`config.mk`:
```
export PLATFORM = sky130hd
export DESIGN_NAME = vdm_div
export DESIGN_NICKNAME = d
export VERILOG_FILES = /design/src/vdm_div.sv
export SDC_FILE = /design/constraint.sdc
export NUM_CORES = 1
export LEC_CHECK = 0
export BUFFER_PORTS_ARGS = -buffer_cell sky130_fd_sc_hd__buf_2
export CORE_UTILIZATION = 57
export DETAILED_ROUTE_END_ITERATION = 16
export GPL_TIMING_DRIVEN = 0
export PLACE_DENSITY_LB_ADDON = 0.2
export SLEW_MARGIN = 15
export SYNTH_ARGS = -nofsm -noshare
export SYNTH_HDL_FRONTEND = slang
export SYNTH_SLANG_ARGS = --single-unit
```
`constraint.sdc`:
```
create_clock -name clk -period 5.1 [get_ports clk]
set_clock_uncertainty 0.1 [all_clocks]
set_input_delay 0 -clock clk [delete_from_list [all_inputs] [get_ports clk]]
set_output_delay 0 -clock clk [all_outputs]
set_load 0.01 [all_outputs]
```
`src/vdm_div.sv`:
```
// Restoring divider: one quotient bit per cycle.
`timescale 1ns / 1ps
module vdm_div #(
  parameter int NW = 32,
  parameter int DW = 17
) (
  input  logic          clk,
  input  logic          rst_n,
  input  logic          start,
  input  logic [NW-1:0] num,
  input  logic [DW-1:0] den,
  output logic          done,
  output logic [NW-1:0] quo
);
  localparam int CNT_W = $clog2(NW + 1);

  logic [NW-1:0]    num_r, num_nxt;
  logic [DW-1:0]    den_r, den_nxt;
  logic [DW-1:0]    rem_r, rem_nxt;
  logic [CNT_W-1:0] cnt_r, cnt_nxt;
  logic             busy_r, busy_nxt;
  logic             done_r, done_nxt;
  logic [DW:0]      sh;
  logic             ge;

  always_comb begin
    sh = {rem_r, num_r[NW-1]};
    ge = sh >= {1'b0, den_r};
    num_nxt = num_r;
    den_nxt = den_r;
    rem_nxt = rem_r;
    cnt_nxt = cnt_r;
    busy_nxt = busy_r;
    done_nxt = 1'b0;
    if (start) begin
      num_nxt = num;
      den_nxt = den;
      rem_nxt = '0;
      cnt_nxt = CNT_W'(NW);
      busy_nxt = 1'b1;
    end else if (busy_r) begin
      rem_nxt = ge ? DW'(sh - {1'b0, den_r}) : DW'(sh);
      num_nxt = {num_r[NW-2:0], ge};
      cnt_nxt = cnt_r - 1'b1;
      if (cnt_r == CNT_W'(1)) begin
        busy_nxt = 1'b0;
        done_nxt = 1'b1;
      end
    end
  end

  always_ff @(posedge clk) begin
    num_r <= num_nxt;
    den_r <= den_nxt;
    rem_r <= rem_nxt;
    cnt_r <= cnt_nxt;
    if (!rst_n) begin
      busy_r <= 1'b0;
      done_r <= 1'b0;
    end else begin
      busy_r <= busy_nxt;
      done_r <= done_nxt;
    end
  end

  assign done = done_r;
  assign quo = num_r;
endmodule

```
# ---- Word-level counts from Yosys, hierarchy flattened
# Index checks and enable logic that the tools add are counted.
dict set report classes {
  addsub 2
  n_lt_le_gt_ge 1
  eq_ne 1
  muxes 7
  n_bitwise 2
  reduce_logical 2
}
# op n
set ops {}
lappend ops {{32-bit 2-to-1 mux} 2}
lappend ops {{18-bit by 17-bit >= comparator with 1-bit output} 1}
lappend ops {{17-bit 2-to-1 mux} 1}
lappend ops {{17-bit subtractor} 1}
lappend ops {{6-bit by 1-bit == test with 1-bit output, second input constant} 1}
lappend ops {{6-bit by 1-bit subtractor with 6-bit output, second input constant} 1}
lappend ops {{1-bit 2-to-1 mux} 4}
lappend ops {{3-bit OR reduction} 1}
lappend ops {{1-bit inverter} 2}
lappend ops {{2-bit nonzero test} 1}
dict set report totals {
  regBits 74
  input_bits 52
  word_cells 21
}

# ---- Longest topological paths before layout
dict set report logic_depth {
  depth_word 4
  mapped_depth 11
  mapped_depth_nobuf 10
}

# ---- Worst setup path after synthesis
# Ideal clock, no wire load.
dict set report synth_timing {
  path_kind {flip-flop to flip-flop}
  startpoint {register num_r[31], in the netlist quo[31]}
  endpoint {register rem_r[16]}
  t_arrival_ns 2.567
  required_time_ns 4.931
  setup_slack_ns 2.363
  path_stages_with_launch 11
  synth_period_minus_slack_ns 2.737
  cell_sequence {edfxtp_1 -> inv_1 -> ha_1 -> inv_1 -> fa_1 -> a211oi_2 -> o31ai_4 -> o21a_1 -> o221a_1 -> or4_1 -> o21ai_1}
}
dict set report synth_between {
  elab_chain_len 2
  elab_cells_between_ends 3
  cone_classes {add/sub (1); order compare (1); mux (1)}
}
# element line_no
set synth_rtl {}
lappend synth_rtl {{start, declared} 17} ;# logic [NW-1:0] num_r, num_nxt;
lappend synth_rtl {{start signal, assigned} 53} ;# num_r <= num_nxt;
lappend synth_rtl {{17-bit subtractor or 18-bit by 17-bit >= comparator with 1-bit output (tied branches)} {42, 28}}
lappend synth_rtl {{17-bit 2-to-1 mux (*)} 42} ;# rem_nxt = ge ? DW'(sh - {1'b0, den_r}) : DW'(sh);
lappend synth_rtl {{end signal, assigned} 55} ;# rem_r <= rem_nxt;
lappend synth_rtl {{end, declared} 19} ;# logic [DW-1:0] rem_r, rem_nxt;
# Every way passes the cells marked *; elsewhere a longest branch is shown, timed or not.
# A chain may end at the register's enable or synchronous reset.

# ---- Worst setup path after layout
dict set report layout_timing {
  startpoint {register busy_r}
  endpoint {register num_r[26], in the netlist quo[26] (enable)}
}
dict set report layout_between {
  elab_chain_len 1
}
# element line_no
set layout_rtl {}
lappend layout_rtl {{start, declared} 21} ;# logic busy_r, busy_nxt;
lappend layout_rtl {{start signal, assigned} 61} ;# busy_r <= busy_nxt;
lappend layout_rtl {{2-bit nonzero test (no line)} -}
# Every way passes these cells.

==> impl_metrics.env <==
export IMPL_status="complete, but fails checks"
export IMPL_violations="design-rule violations"
export IMPL_period_needed_ps=3100
export IMPL_fin_tns_setup_ps=0
export IMPL_synth_top_area_cell="edfxtp_1"
export IMPL_crit_top_cell="clkbuf_1"
export IMPL_crit_arrival_ps=2750
export IMPL_n_antenna_cell=0
export IMPL_fmax_ghz=0.3226
export IMPL_final_area_um2=5069
export IMPL_cap_viol_max_count=0
export IMPL_postCtsHoldBufs=50
export IMPL_final_period_utilization_pct=60.78
export IMPL_ctsResizeCount=0
export IMPL_synthesis_area_um2=3835
export IMPL_critPathMaxFanout=32
export IMPL_die_w_um=84.03
export IMPL_rows=29
export IMPL_slew_viol_final=0
export IMPL_gp_congestion=0.8723
export IMPL_comb_power_share_pct=18.0
export IMPL_worst_pin_slew_ps=1146
export IMPL_grt_use_total_pct=28.86
export IMPL_yosys_warnings=0
export IMPL_start_util_pct=59.71
export IMPL_synthDominantCellAreaShare_pct=38.37
export IMPL_seqPwrFrac_pct=48.1
export IMPL_synth_nets=409
export IMPL_clk_path_buf_depth=2
export IMPL_relSlewSlack_pct=23.13
export IMPL_nets=554
export IMPL_drt_total_wl_mm=9.523
export IMPL_viasPerCell=5.622
export IMPL_synthFlopType="edfxtp_1"
export IMPL_numCtsBuffers=9
export IMPL_clock_latency_ps=360
export IMPL_synth_edf_count=49
export IMPL_seq_area_frac_synth_pct=51.42
export IMPL_crit_type="register to register"
export IMPL_dr_first_iter_drc_count=163
export IMPL_post_dp_cell_area_um2=4352
export IMPL_syn_avg_cell_area_um2=11.38
export IMPL_cts_sinks=74
export IMPL_core_area_um2=6422
export IMPL_crit_buf_inv=3
export IMPL_ioPinCount=85
export IMPL_cpLargestDelayFamily="buffers and inverters"
export IMPL_cts_clk_slew_worst_paths_ps=90
export IMPL_cts_setup_buffers=0
export IMPL_max_stage_delay_ps=1070
export IMPL_area_growth_pct=32.17
export IMPL_wl_per_cell_um=16.88
export IMPL_hpwl_mm=5.664
export IMPL_hp_class="input port to register"
export IMPL_cp_data_required_time_ps=4750
export IMPL_drive_gt1_share_pct=28.95
export IMPL_die_area_um2=7060
export IMPL_hold_viol=0
export IMPL_endpoint_kind="register"
export IMPL_grt_pass1_wl_mm=15.61
export IMPL_crit_chain="clkbuf_1, nor2_1, clkbuf_1, clkinv_1"
export IMPL_grt_pass1_vias=3289
export IMPL_synthTopCellsByArea="edfxtp_1, dfxtp_1, mux2_2, ha_1, a21oi_1"
export IMPL_finalSetupViolations=0
export IMPL_synthArstFlopShare_pct=0
export IMPL_crit_path_top_delay_cell="clkinv_1"
export IMPL_grt_max_degree=33
export IMPL_synth_seq_cells=74
export IMPL_drc=4
export IMPL_drt_first_pass_iters=10
export IMPL_syn_inst=337
export IMPL_routed_via_count=3171
export IMPL_p_sw_share_pct=26.65
export IMPL_p_sw_mw=0.4015
export IMPL_synth_distinct_cells=51
export IMPL_antenna_found_initial=0
export IMPL_cp_start_kind="register"
export IMPL_intPower_mw=1.105
export IMPL_ant_nets=0
export IMPL_placed_cells=498
export IMPL_peakVddDrop_v=0.0002949
export IMPL_htreeDepth=3
export IMPL_fp_dieH_um=84.03
export IMPL_io_buffers=84
export IMPL_rsz0062_at_grt="no"
export IMPL_final_util_pct=78.92
export IMPL_clockRootBuffer="clkbuf_8"
export IMPL_p_clk_share_pct=33.8
export IMPL_cts_tree="done"
export IMPL_p_per_area_nw_per_um2=297.2
export IMPL_overflow=0
export IMPL_p_leak_nw=2.178
export IMPL_fin_cells=564
synthesized netlist by cell type (2+ instances only):
library cell and instances:
edfxtp_1 49, mux2_2 31, dfxtp_1 25, nor2_1 25, nand2_1 23, inv_1 21
a21oi_1 19, ha_1 19, o21ai_0 12, xnor2_1 10, clkbuf_1 9, xor2_1 8
a211oi_1 7, mux2i_1 7, a21o_1 5, nand2b_1 5, nor2b_1 5, o21ai_1 5
a32oi_1 4, nand3_1 4, o311ai_1 4, nor3_1 3, or4_1 3, a211o_1 2
a21oi_2 2, buf_1 2, nor4_1 2, o21a_1 2, o31ai_1 2
power by group through the flow:
stage                     registers (mW)  clock network [mW]  logic (mW)
after floorplan                    0.744                   0       0.143
after global placement             0.733                   0       0.225
after detailed placement           0.734                   0       0.234
after CTS                          0.722               0.512       0.266
after global routing               0.730               0.538       0.296
final                              0.725               0.510       0.271
worst register-to-register path: stages (launching register included):
cell      delay (ps)
dfxtp_1          320
clkbuf_1         210
nor2_1           300
clkbuf_1         490
clkinv_1        1070
final cells by class:
class	instances	area, um2
multi-input combinational	229	1730
timing repair buffer	134	920.9
fill	385	1354
clock buffer	9	123.9
buffer	13	53.80
tap	77	96.34
sequential	74	1972
clock inverter	7	92.59
inverter	21	78.83
routing by layer:
layer,vias up,wire [um],GRT usage (%),share of wire (%)
met1,1501,4199,35.46,44
met2,110,4645,49.93,49
met3,20,502,6.330,5.3
li1,1540,-,-,-
met4,0,176,10.34,1.8
met5,-,0,0,0
cells in the final DEF, fill, tap and decap left out, types with 3 or more instances in the layout:
cell type	count
inv_1	20
nor3_1	3
buf_2	85
mux2i_1	7
clkbuf_8	9
clkinv_2	3
nand2_1	23
or4_1	3
a211oi_1	7
nand2b_1	5
a21o_1	5
o21ai_0	12
o311ai_1	4
dlygate4sd3_1	50
ha_1	19
clkbuf_1	9
xor2_1	8
nor2b_1	5
nand3_1	4
dfxtp_1	25
edfxtp_1	49
a21oi_1	19
xnor2_1	10
mux2_2	31
a32oi_1	4
o21ai_1	5
nor2_1	25
flip-flops by register name (all words and copies together), names as in the netlist:
| register | flops |
|---|---|
| den_r | 17 |
| done | 1 |
| busy_r | 1 |
| quo | 32 |
| rem_r | 17 |
| cnt_r | 6 |
through the flow:
stage	hold WS (ps)	setup WS (ps)	power [mW]
2_1_floorplan	-1.131	2363	0.8871
3_3_place_gp	76.34	2272	0.9587
3_5_place_dp	78.17	2247	0.9681
4_1_cts	28.29	2221	1.500
5_1_grt	44.93	1802	1.564
6_report	41.43	2000	1.507
final timing paths:
| path | start | end | slack [ps] | cells after the start |
|---|---|---|---|---|
| min reg2reg | rem_r[14]$_SDFFE_PP0P_ | rem_r[14]$_SDFFE_PP0P_ | 390 | 2 |
| max reg2reg | busy_r$_SDFF_PN0_ | quo[26]$_DFFE_PP_ | 2000 | 4 |
| max | busy_r$_SDFF_PN0_ | quo[26]$_DFFE_PP_ | 2000 | 4 |
| min | start | den_r[4]$_DFFE_PP_ | 40 | 1 |
logic make-up (layout without fill, tap and decap cells):
group / after synthesis / in the layout / share of synthesized area (%)
AO/OA/AOI/OAI: 77 / 77 / 14.06
AND/OR/NAND/NOR: 76 / 76 / 9.299
adder cells (fa/ha/maj): 20 / 20 / 6.721
XOR/XNOR: 18 / 18 / 4.111
flip-flops: 74 / 74 / 51.42
buffers and inverters: 34 / 184 / 3.458
multiplexers: 38 / 38 / 10.93
No activity file was read; power rests on OpenSTA's default activity.
